`src/rtl/ffd_pkg.sv`:
```
// ============================================================================
// ffd_pkg
// Shared types and constants for the fixed frame deframer with acknowledge.
// ============================================================================
package ffd_pkg;

    localparam logic [7:0] HDR_FIRST  = 8'h11;
    localparam logic [7:0] HDR_SECOND = 8'h22;

    localparam logic KIND_COMMAND = 1'b0;
    localparam logic KIND_ACK     = 1'b1;

    localparam int unsigned STEP_W = 3;

    localparam logic [STEP_W-1:0] STEP_DECODED = 3'd0;
    localparam logic [STEP_W-1:0] STEP_HDR1    = 3'd1;
    localparam logic [STEP_W-1:0] STEP_HDR2    = 3'd2;
    localparam logic [STEP_W-1:0] STEP_CODE    = 3'd3;
    localparam logic [STEP_W-1:0] STEP_ZERO1   = 3'd4;
    localparam logic [STEP_W-1:0] STEP_ZERO2   = 3'd5;
    localparam logic [STEP_W-1:0] STEP_CHECK   = 3'd6;

    typedef struct packed {
        logic [7:0] command;
        logic [7:0] low;
        logic [7:0] high;
        logic [7:0] ack;
    } frame_rec_t;

    typedef struct packed {
        logic        kind;
        logic [7:0]  command;
        logic [15:0] value;
        logic [7:0]  tx_byte;
        logic        last;
    } result_t;

    function automatic result_t build_result(input logic [STEP_W-1:0] step,
                                             input frame_rec_t rec);
        result_t r;
        r.kind    = KIND_ACK;
        r.command = 8'd0;
        r.value   = 16'd0;
        r.tx_byte = 8'd0;
        r.last    = 1'b0;
        unique case (step) inside
            STEP_DECODED:
            begin
                r.kind    = KIND_COMMAND;
                r.command = rec.command;
                r.value   = {rec.high, rec.low};
            end
            STEP_HDR1:    r.tx_byte = HDR_FIRST;
            STEP_HDR2:    r.tx_byte = HDR_SECOND;
            STEP_CODE:    r.tx_byte = rec.ack;
            STEP_ZERO1,
            STEP_ZERO2:   r.tx_byte = 8'd0;
            STEP_CHECK:
            begin
                r.tx_byte = ~rec.ack;
                r.last    = 1'b1;
            end
            default:      r.tx_byte = 8'd0;
        endcase
        return r;
    endfunction

endpackage

```
`src/rtl/fixed_frame_deframer_with_ack_top.sv`:
```
// ============================================================================
// fixed_frame_deframer_with_ack_top
// Serial frame deframer that checks the sum and queues the acknowledge reply.
// ============================================================================
//  channel | direction | handshake           | word
//  --------+-----------+---------------------+-------------------------------
//  cfg     | in        | cfg_valid/cfg_ready | cfg_data: ack code
//  in      | in        | in_valid/in_ready   | rx_byte
//  out     | out       | out_valid/out_ready | kind, command, value, tx_byte, last
//
//  One received word is taken every cycle while the frame queue has room.
//  A good frame yields seven output words, one per cycle from the back end while out_ready is high.
//  Reset returns the parser to hunting and clears the ack code and the queue.
//  A stalled output fills the queue; the input then stalls on a full queue.
// ============================================================================
module fixed_frame_deframer_with_ack_top #(
    parameter int unsigned QUEUE_DEPTH = 2
) (
    input  logic        clk,
    input  logic        rst_n,
    input  logic        cfg_valid,
    output logic        cfg_ready,
    input  logic [7:0]  cfg_data,
    input  logic        in_valid,
    output logic        in_ready,
    input  logic [7:0]  rx_byte,
    output logic        out_valid,
    input  logic        out_ready,
    output logic        kind,
    output logic [7:0]  command,
    output logic [15:0] value,
    output logic [7:0]  tx_byte,
    output logic        last
);
    import ffd_pkg::*;

    logic       push_valid;
    logic       push_ready;
    frame_rec_t push_data;
    logic       pop_valid;
    logic       pop_ready;
    frame_rec_t pop_data;
    result_t    out_res;

    assign cfg_ready = 1'b1;
    assign in_ready  = push_ready;

    ffd_parser u_parser (
        .clk        (clk),
        .rst_n      (rst_n),
        .cfg_valid  (cfg_valid),
        .cfg_data   (cfg_data),
        .byte_fire  (in_valid && push_ready),
        .rx_byte    (rx_byte),
        .push_valid (push_valid),
        .push_data  (push_data)
    );

    ffd_queue #(
        .DEPTH (QUEUE_DEPTH)
    ) u_queue (
        .clk        (clk),
        .rst_n      (rst_n),
        .push_valid (push_valid),
        .push_ready (push_ready),
        .push_data  (push_data),
        .pop_valid  (pop_valid),
        .pop_ready  (pop_ready),
        .pop_data   (pop_data)
    );

    ffd_emitter u_emitter (
        .clk       (clk),
        .rst_n     (rst_n),
        .pop_valid (pop_valid),
        .pop_ready (pop_ready),
        .pop_data  (pop_data),
        .out_valid (out_valid),
        .out_ready (out_ready),
        .out_res   (out_res)
    );

    assign kind    = out_res.kind;
    assign command = out_res.command;
    assign value   = out_res.value;
    assign tx_byte = out_res.tx_byte;
    assign last    = out_res.last;

endmodule

```
`src/rtl/ffd_parser.sv`:
```
// ============================================================================
// ffd_parser
// Front end: hunts for the header, collects the frame and checks its sum.
// ============================================================================
module ffd_parser (
    input  logic                clk,
    input  logic                rst_n,
    input  logic                cfg_valid,
    input  logic [7:0]          cfg_data,
    input  logic                byte_fire,
    input  logic [7:0]          rx_byte,
    output logic                push_valid,
    output ffd_pkg::frame_rec_t push_data
);
    import ffd_pkg::*;

    typedef enum logic [2:0] {
        PH_HUNT,
        PH_SEEN,
        PH_CMD,
        PH_LOW,
        PH_HIGH,
        PH_CHK
    } phase_t;

    phase_t     phase_reg;
    phase_t     phase_next;
    logic [7:0] cmd_reg;
    logic [7:0] low_reg;
    logic [7:0] high_reg;
    logic [7:0] ack_code_reg;
    logic [7:0] sum;

    assign sum = cmd_reg + low_reg + high_reg;

    always_comb
    begin
        phase_next = phase_reg;
        unique case (phase_reg)
            PH_HUNT: phase_next = (rx_byte == HDR_FIRST) ? PH_SEEN : PH_HUNT;
            PH_SEEN:
            begin
                if (rx_byte == HDR_SECOND)
                    phase_next = PH_CMD;
                else if (rx_byte == HDR_FIRST)
                    phase_next = PH_SEEN;
                else
                    phase_next = PH_HUNT;
            end
            PH_CMD:  phase_next = PH_LOW;
            PH_LOW:  phase_next = PH_HIGH;
            PH_HIGH: phase_next = PH_CHK;
            PH_CHK:  phase_next = PH_HUNT;
            default: phase_next = PH_HUNT;
        endcase
    end

    assign push_valid        = byte_fire && (phase_reg == PH_CHK) && (~sum == rx_byte);
    assign push_data.command = cmd_reg;
    assign push_data.low     = low_reg;
    assign push_data.high    = high_reg;
    assign push_data.ack     = ack_code_reg;

    always_ff @(posedge clk or negedge rst_n)
    begin
        if (!rst_n)
        begin
            phase_reg    <= PH_HUNT;
            cmd_reg      <= 8'd0;
            low_reg      <= 8'd0;
            high_reg     <= 8'd0;
            ack_code_reg <= 8'd0;
        end
        else
        begin
            if (cfg_valid)
                ack_code_reg <= cfg_data;
            if (byte_fire)
            begin
                phase_reg <= phase_next;
                if (phase_reg == PH_CMD)
                    cmd_reg <= rx_byte;
                if (phase_reg == PH_LOW)
                    low_reg <= rx_byte;
                if (phase_reg == PH_HIGH)
                    high_reg <= rx_byte;
            end
        end
    end

endmodule

```
`src/rtl/ffd_queue.sv`:
```
// ============================================================================
// ffd_queue
// Small first-in first-out queue of good frames between front and back end.
// ============================================================================
module ffd_queue #(
    parameter int unsigned DEPTH = 2
) (
    input  logic                clk,
    input  logic                rst_n,
    input  logic                push_valid,
    output logic                push_ready,
    input  ffd_pkg::frame_rec_t push_data,
    output logic                pop_valid,
    input  logic                pop_ready,
    output ffd_pkg::frame_rec_t pop_data
);
    import ffd_pkg::*;

    localparam int unsigned PTR_W = (DEPTH > 1) ? $clog2(DEPTH) : 1;
    localparam int unsigned CNT_W = $clog2(DEPTH + 1);

    frame_rec_t       mem [DEPTH];
    logic [PTR_W-1:0] wr_ptr_reg;
    logic [PTR_W-1:0] rd_ptr_reg;
    logic [CNT_W-1:0] count_reg;
    logic             do_push;
    logic             do_pop;

    assign push_ready = (count_reg != CNT_W'(DEPTH));
    assign pop_valid  = (count_reg != '0);
    assign pop_data   = mem[rd_ptr_reg];
    assign do_push    = push_valid && push_ready;
    assign do_pop     = pop_valid && pop_ready;

    always_ff @(posedge clk)
    begin
        if (do_push)
            mem[wr_ptr_reg] <= push_data;
    end

    always_ff @(posedge clk or negedge rst_n)
    begin
        if (!rst_n)
        begin
            wr_ptr_reg <= '0;
            rd_ptr_reg <= '0;
            count_reg  <= '0;
        end
        else
        begin
            if (do_push)
                wr_ptr_reg <= (wr_ptr_reg == PTR_W'(DEPTH - 1)) ? '0 : wr_ptr_reg + 1'b1;
            if (do_pop)
                rd_ptr_reg <= (rd_ptr_reg == PTR_W'(DEPTH - 1)) ? '0 : rd_ptr_reg + 1'b1;
            if (do_push && !do_pop)
                count_reg <= count_reg + 1'b1;
            else if (do_pop && !do_push)
                count_reg <= count_reg - 1'b1;
        end
    end

endmodule

```
`src/rtl/ffd_emitter.sv`:
```
// ============================================================================
// ffd_emitter
// Back end: turns each good frame into the decoded word and the reply bytes.
// ============================================================================
module ffd_emitter (
    input  logic                clk,
    input  logic                rst_n,
    input  logic                pop_valid,
    output logic                pop_ready,
    input  ffd_pkg::frame_rec_t pop_data,
    output logic                out_valid,
    input  logic                out_ready,
    output ffd_pkg::result_t    out_res
);
    import ffd_pkg::*;

    logic              busy_reg;
    logic [STEP_W-1:0] step_reg;
    frame_rec_t        rec_reg;
    logic              out_valid_reg;
    result_t           out_res_reg;
    logic              load_en;

    assign load_en   = !out_valid_reg || out_ready;
    assign pop_ready = load_en && !busy_reg;
    assign out_valid = out_valid_reg;
    assign out_res   = out_res_reg;

    always_ff @(posedge clk or negedge rst_n)
    begin
        if (!rst_n)
        begin
            busy_reg      <= 1'b0;
            step_reg      <= STEP_DECODED;
            out_valid_reg <= 1'b0;
        end
        else if (load_en)
        begin
            if (busy_reg)
            begin
                out_valid_reg <= 1'b1;
                if (step_reg == STEP_CHECK)
                begin
                    busy_reg <= 1'b0;
                    step_reg <= STEP_DECODED;
                end
                else
                begin
                    step_reg <= step_reg + 1'b1;
                end
            end
            else if (pop_valid)
            begin
                out_valid_reg <= 1'b1;
                busy_reg      <= 1'b1;
                step_reg      <= STEP_HDR1;
            end
            else
            begin
                out_valid_reg <= 1'b0;
            end
        end
    end

    always_ff @(posedge clk)
    begin
        if (load_en)
        begin
            if (busy_reg)
                out_res_reg <= build_result(step_reg, rec_reg);
            else if (pop_valid)
            begin
                rec_reg     <= pop_data;
                out_res_reg <= build_result(STEP_DECODED, pop_data);
            end
        end
    end

endmodule

```
`config.mk`:
```
export PLATFORM = sky130hd
export DESIGN_NAME = fixed_frame_deframer_with_ack_top
export DESIGN_NICKNAME = d
export VERILOG_FILES = /design/src/rtl/ffd_pkg.sv /design/src/rtl/fixed_frame_deframer_with_ack_top.sv /design/src/rtl/ffd_parser.sv /design/src/rtl/ffd_queue.sv /design/src/rtl/ffd_emitter.sv
export SDC_FILE = /design/constraint.sdc
export NUM_CORES = 1
export LEC_CHECK = 0
export BUFFER_PORTS_ARGS = -buffer_cell sky130_fd_sc_hd__clkbuf_2
export CORE_MARGIN = 4
export CORE_UTILIZATION = 47
export CTS_BUF_LIST = sky130_fd_sc_hd__clkbuf_2 sky130_fd_sc_hd__clkbuf_4 sky130_fd_sc_hd__clkbuf_8
export DETAILED_ROUTE_END_ITERATION = 12
export GPL_TIMING_DRIVEN = 0
export PLACE_DENSITY_LB_ADDON = 0.25
export SYNTH_ARGS = -nofsm -noshare
export SYNTH_HDL_FRONTEND = slang
export SYNTH_SLANG_ARGS = --single-unit
```
`constraint.sdc`:
```
create_clock -name clk -period 9.2 [get_ports clk]
set_clock_uncertainty 0.05 [all_clocks]
set_input_delay 1.38 -clock clk [delete_from_list [all_inputs] [get_ports clk]]
set_output_delay 1.38 -clock clk [all_outputs]
set_load 0.01 [all_outputs]
```
# After elaboration in Yosys (flattened, before gate mapping)

Memory sizes are Yosys's and may differ from the RTL's.
Cells that the tools add are included.
W data, S select, Z words.

Register bits: 110
Memories: 1
Logic and storage cells: 88
Output and inout port bits: 37
Bits of input ports: 21
Memory bits (writable): 64

Memory list:

| name        | depth | width | rd ports | clocked after memory_dff | write ports | RTL line        | text |
|---|---|---|---|---|---|---|---|
| u_queue.mem | 2     | 32    | 1        | 0                        | 1           | ffd_queue.sv:22 | `frame_rec_t mem [DEPTH];` |

Bitwise logic cells: 3
Add/subtract/negate cells: 7
Multiplexer cells: 21
Eq/ne operators: 13
Reductions and logical operators: 23

Operators with widths:

| cell                  | count |
|---|---|
| $mux W34              | 2 |
| $pmux W8 S4           | 1 |
| $mux W25              | 1 |
| $add A8 B8 Y8         | 2 |
| $not A8 Y8            | 2 |
| $pmux W3 S5           | 1 |
| $eq A3 B2 Y1 const B  | 4 |
| $mux W3               | 4 |
| $mux W1               | 10 |
| $eq A3 B3 Y1 const B  | 3 |
| $eq A8 B5 Y1 const B  | 1 |
| $eq A8 B6 Y1 const B  | 1 |
| $eq A8 B8 Y1          | 1 |
| $logic_and A1 B1 Y1   | 8 |
| $reduce_and A2 Y1     | 4 |
| $eq A3 B1 Y1 const B  | 2 |
| $logic_not A3 Y1      | 2 |
| $reduce_bool A2 Y1    | 3 |
| $logic_not A1 Y1      | 4 |
| $mux W2               | 2 |
| $add A3 B1 Y3 const B | 1 |
| $reduce_and A3 Y1     | 1 |
| $add A1 B1 Y1 const B | 2 |
| $add A2 B1 Y2 const B | 1 |
| 4 further kinds       | 4 |

# Depth between registers and ports, before layout

Word-level depth: 10
Mapped depth: 16
Mapped depth without buffers: 16

# Cells and area by module

A second synthesis with hierarchy kept.

Cells, all modules: 475
Area total of the unflattened synthesis: 7357.1 µm²

Modules (own cells, without submodules):

| module                            | instances | area each (µm²) | cells an instance |
|---|---|---|---|
| ffd_emitter                       | 1         | 2803.9          | 210 |
| ffd_queue                         | 1         | 2658.8          | 118 |
| ffd_parser                        | 1         | 1876.8          | 144 |
| fixed_frame_deframer_with_ack_top | 1         | 17.5            | 3 |

# Least setup slack after synthesis

Ideal clock, no wire load.

Kind: register to register
From: register u_parser.high_reg[1]
To: memory u_queue.mem[0][0] (netlist bit), enable pin
Stages on the path, launching flop included: 13
Data arrival time: 3.882 ns
Path buffers: 0
Path slack: 4.847 ns
Library setup time: 0.421 ns
Cell sequence: dfrtp_1 inv_1 fa_1 inv_1 ha_1 inv_1 fa_1 xor2_1 nor4_2 nand4_1 nor4b_2 nand4_2 nor2_1

Word-level cells in the longest chain between the ends: 7

RTL lines:

| element                       | RTL line         | text |
|---|---|---|
| start: declaration            | ffd_parser.sv:30 | `logic [7:0] high_reg;` |
| start signal: assignment      | ffd_parser.sv:86 | `high_reg <= rx_byte;` |
| $add A8 B8 Y8                 | ffd_parser.sv:34 | `assign sum = cmd_reg + low_reg + high_reg;` |
| $not A8 Y8                    | ffd_parser.sv:58 | `assign push_valid = byte_fire && (phase_reg == PH_CHK) && (~sum == rx_byte);` |
| $eq A8 B8 Y1                  | ffd_parser.sv:58 |  |
| $logic_and A1 B1 Y1           | ffd_parser.sv:58 |  |
| $logic_and A1 B1 Y1           | ffd_queue.sv:32  | `assign do_push = push_valid && push_ready;` |
| $mux W1                       | ffd_queue.sv:37  | `if (do_push)` |
| $mux W1 (implied by the code) | ffd_queue.sv:38  | `mem[wr_ptr_reg] <= push_data;` |
| end: declaration              | ffd_queue.sv:22  |  |

No other way between the ends.

# Worst setup path after layout

From: register u_parser.low_reg[1]
To: memory u_queue.mem[1][5] (netlist bit), enable pin

Word-level cells in the longest chain between the ends: 8

RTL lines:

| element                       | RTL line         | text |
|---|---|---|
| start: declaration            | ffd_parser.sv:29 | `logic [7:0] low_reg;` |
| start signal: assignment      | ffd_parser.sv:84 | `low_reg <= rx_byte;` |
| $add A8 B8 Y8 (2 in a row)    | ffd_parser.sv:34 |  |
| $not A8 Y8                    | ffd_parser.sv:58 |  |
| $eq A8 B8 Y1                  | ffd_parser.sv:58 |  |
| $logic_and A1 B1 Y1           | ffd_parser.sv:58 |  |
| $logic_and A1 B1 Y1           | ffd_queue.sv:32  |  |
| $mux W1                       | ffd_queue.sv:37  |  |
| $mux W1 (implied by the code) | ffd_queue.sv:38  |  |

No other way between the ends.

==> flow_metrics.py <==
metrics = {
    "clocking": {
        "clock_sinks": 174,
        "post_cts_resized": 0,
        "cts_tree": "built",
        "worstSkewPairLatency_ns": 0.45,
        "post_cts_buffers": 0,
        "numCtsBuffers": 17,
        "ctsRootBufferMaster": "clkbuf_8",
        "clock_path_buffers": 2,
        "hold_buffers": 0,
        "path_clk_slew_ns": 0.09,
        "htree_levels": 4,
    },
    "routing": {
        "routed_via_density": 5.259,
        "routedWlPerCell_um": 17.27,
        "vias": 3697,
        "drtIter0Drc": 217,
        "drc_errors": 0,
        "drt-pass1-iter-count": 4,
        "final_antenna_net_count": 0,
        "wl_um": 12140,
    },
    "floorplanning": {
        "die_w_um": 130.4,
        "dieArea_um2": 17000,
        "start_util": 0.4827,
        "rows": 44,
        "core-area_um2": 14590,
        "die_h_um": 130.4,
        "io_pins": 58,
    },
    "logic_synthesis": {
        "synth_most_common_cell": "edfxtp_1",
        "synth_compound_area_frac": 0.05704,
        "async_flop_share": 0.2529,
        "ys_seq_area_frac": 0.7107,
        "synth_top_area_share": 0.5544,
        "synthTopCellsByCount": "edfxtp_1, mux2_2, dfrtp_1",
        "synth_fp_nets": 469,
        "synthTopCellsByArea": "edfxtp_1, dfrtp_1, mux2_2",
        "ys_warn_count": 0,
        "synthXorXnorAreaFrac": 0.02363,
        "syn_inst": 432,
        "synth_top_family_by_area": "multiplexers",
        "synth.distinct_cells": 39,
        "synth.avg_cell_area_um2": 16.30,
        "synth_simple_gate_area_frac": 0.04975,
        "synth_fa_ha_area_frac": 0.03696,
        "synth_edf_count": 130,
        "synth_top_cell_by_area": "edfxtp_1",
        "netlist_area_um2": 7042,
        "muxShareOfSynthArea": 0.1036,
        "synth_top_flop_cell": "edfxtp_1",
        "synth_seq_cells": 174,
    },
    "timing": {
        "fin_crit_sh": 0.4377,
        "relSlewSlack": 0.09527,
        "fmax_mhz": 248.3,
        "final.setup.tns_ns": 0,
        "rsz0062_at_grt": "no",
        "post-route-min-period_ns": 4.027,
        "slew_viol_final": 0,
        "hold_viol_final": 0,
        "setup_ws_ns": 5.173,
        "worst_pin_slew_ns": 1.356,
        "finalSetupViolCount": 0,
    },
    "placed_design": {
        "place_area_um2": 7570,
        "gp_congestion": 0.8116,
        "portBuffers": 55,
        "post-place-ws_ns": 5.132,
        "place_hpwl_um": 8241,
    },
    "final_layout": {
        "stdcell_area_um2": 7960,
        "insertedDiodeCount": 0,
        "drive_above_1_share": 0.3102,
        "largest_reg_flops": 64,
        "area_growth_pct": 13.04,
        "nets": 543,
    },
    "setup_path": {
        "worst_setup_path_end_kind": "register",
        "critPathArrivalTime_ns": 4.05,
        "cp_max_fo": 32,
        "worstPathRequired_ns": 9.22,
        "critPathLaunchType": "register",
        "path_class": "register to register",
    },
    "grt": {
        "grt_usage": 0.1518,
        "grt_pass1_wl_um": 19250,
        "antenna_found_initial": 0,
        "grt_max_degree": 45,
        "grt_overflow": 0,
        "grt_pass1_vias": 3650,
    },
    "power": {
        "p_leak_nw": 3.194,
        "finalPower_mw": 1.534,
        "cellPowerDensity_nw_per_um2": 192.7,
        "ir_worst_vdd_v": 0.0001036,
    },
    "outcome": {
        "status": "complete, no violations",
    },
    "job": {
        "max_cap_viol_count": 0,
    },
    "worst_hold_path": {
        "hold_class": "register to register",
    },
}
==> report_power, final <==
| group | internal [mW] | switching (mW) |
|---|---|---|
| Combinational | 0.0379 | 0.0833 |
| Clock | 0.248 | 0.268 |
| Sequential | 0.887 | 0.0108 |
| Total | 1.17 | 0.362 |
==> final cells by class <==
class	instances	area [um2]
clock inverters	13	141.4
flip-flops and latches	174	5005
inverters	14	52.55
plain buffers	18	72.57
repair buffers	55	275.3
fillers	1158	6629
clock buffers	19	249.0
well taps	184	230.2
multi-input cells	226	1934
==> placed cells by master (no fill, tap or decap), types with 3 or more instances in the layout <==
cell and instances:
clkbuf_2 55, nand2_1 17, a22o_1 24, nor2b_1 3, a21o_1 3, inv_1 14
nor2_1 16, a21oi_1 15, nor2_4 3, nor3_1 3, edfxtp_1 130, ha_1 8
clkbuf_8 17, clkbuf_1 16, mux2_2 63, xor2_1 5, dfrtp_1 44, xnor2_1 14
and2_1 3, o21ai_0 10, fa_1 8, nand2b_1 5, clkinvlp_4 5, nand3_1 4
==> path summary, 6_finish.rpt <==
check                                         start                     to  slack [ns]  depth (start not counted)
hold / removal             u_parser.ack_code_reg[2]      u_queue.mem[0][2]        0.43                          0
min in group asynchronous                     rst_n  u_emitter.step_reg[0]        1.10                          1
setup reg to reg                u_parser.low_reg[1]      u_queue.mem[1][5]        5.17                         12
setup / recovery                u_parser.low_reg[1]      u_queue.mem[1][5]        5.17                         12
hold reg to reg            u_parser.ack_code_reg[2]      u_queue.mem[0][2]        0.43                          0
max in group asynchronous                     rst_n    u_parser.cmd_reg[0]        7.30                          1
==> cell families after synthesis <==
family          after synthesis
flops                       174
simple gates                 67
fa+ha+maj                    16
buf+inv                      32
xor+xnor                     19
other cells                   1
compound gates               58
mux                          65
==> worst max-delay path: stages (launching register included) <==
cell	delay [ns]
dfrtp_1	0.41
inv_1	0.10
fa_1	0.52
inv_1	0.04
ha_1	0.20
inv_1	0.07
fa_1	0.42
xor2_1	0.16
nor4_2	0.13
nand4_1	0.14
nor4b_2	0.33
nand4_2	0.26
nor2_4	0.79
==> stage by stage <==
stage	hold WS [ns]	utilization	std cells
6_report	0.4323	0.5456	703
5_1_grt	0.4430	0.5456	703
4_1_cts	0.4299	0.5456	703
3_5_place_dp	0.4088	0.5189	671
3_3_place_gp	0.3973	0.5173	671
2_1_floorplan	0.3882	-	432
==> metal layers <==
| metal | share of wire | global-route usage | vias up |
|---|---|---|---|
| met4 | 0.018 | 0.06413 | 0 |
| li1 | - | - | 1763 |
| met2 | 0.46 | 0.2230 | 70 |
| met1 | 0.47 | 0.2148 | 1846 |
| met5 | 0 | 0 | - |
| met3 | 0.051 | 0.04309 | 18 |
Power figures use the tool's default switching activity.
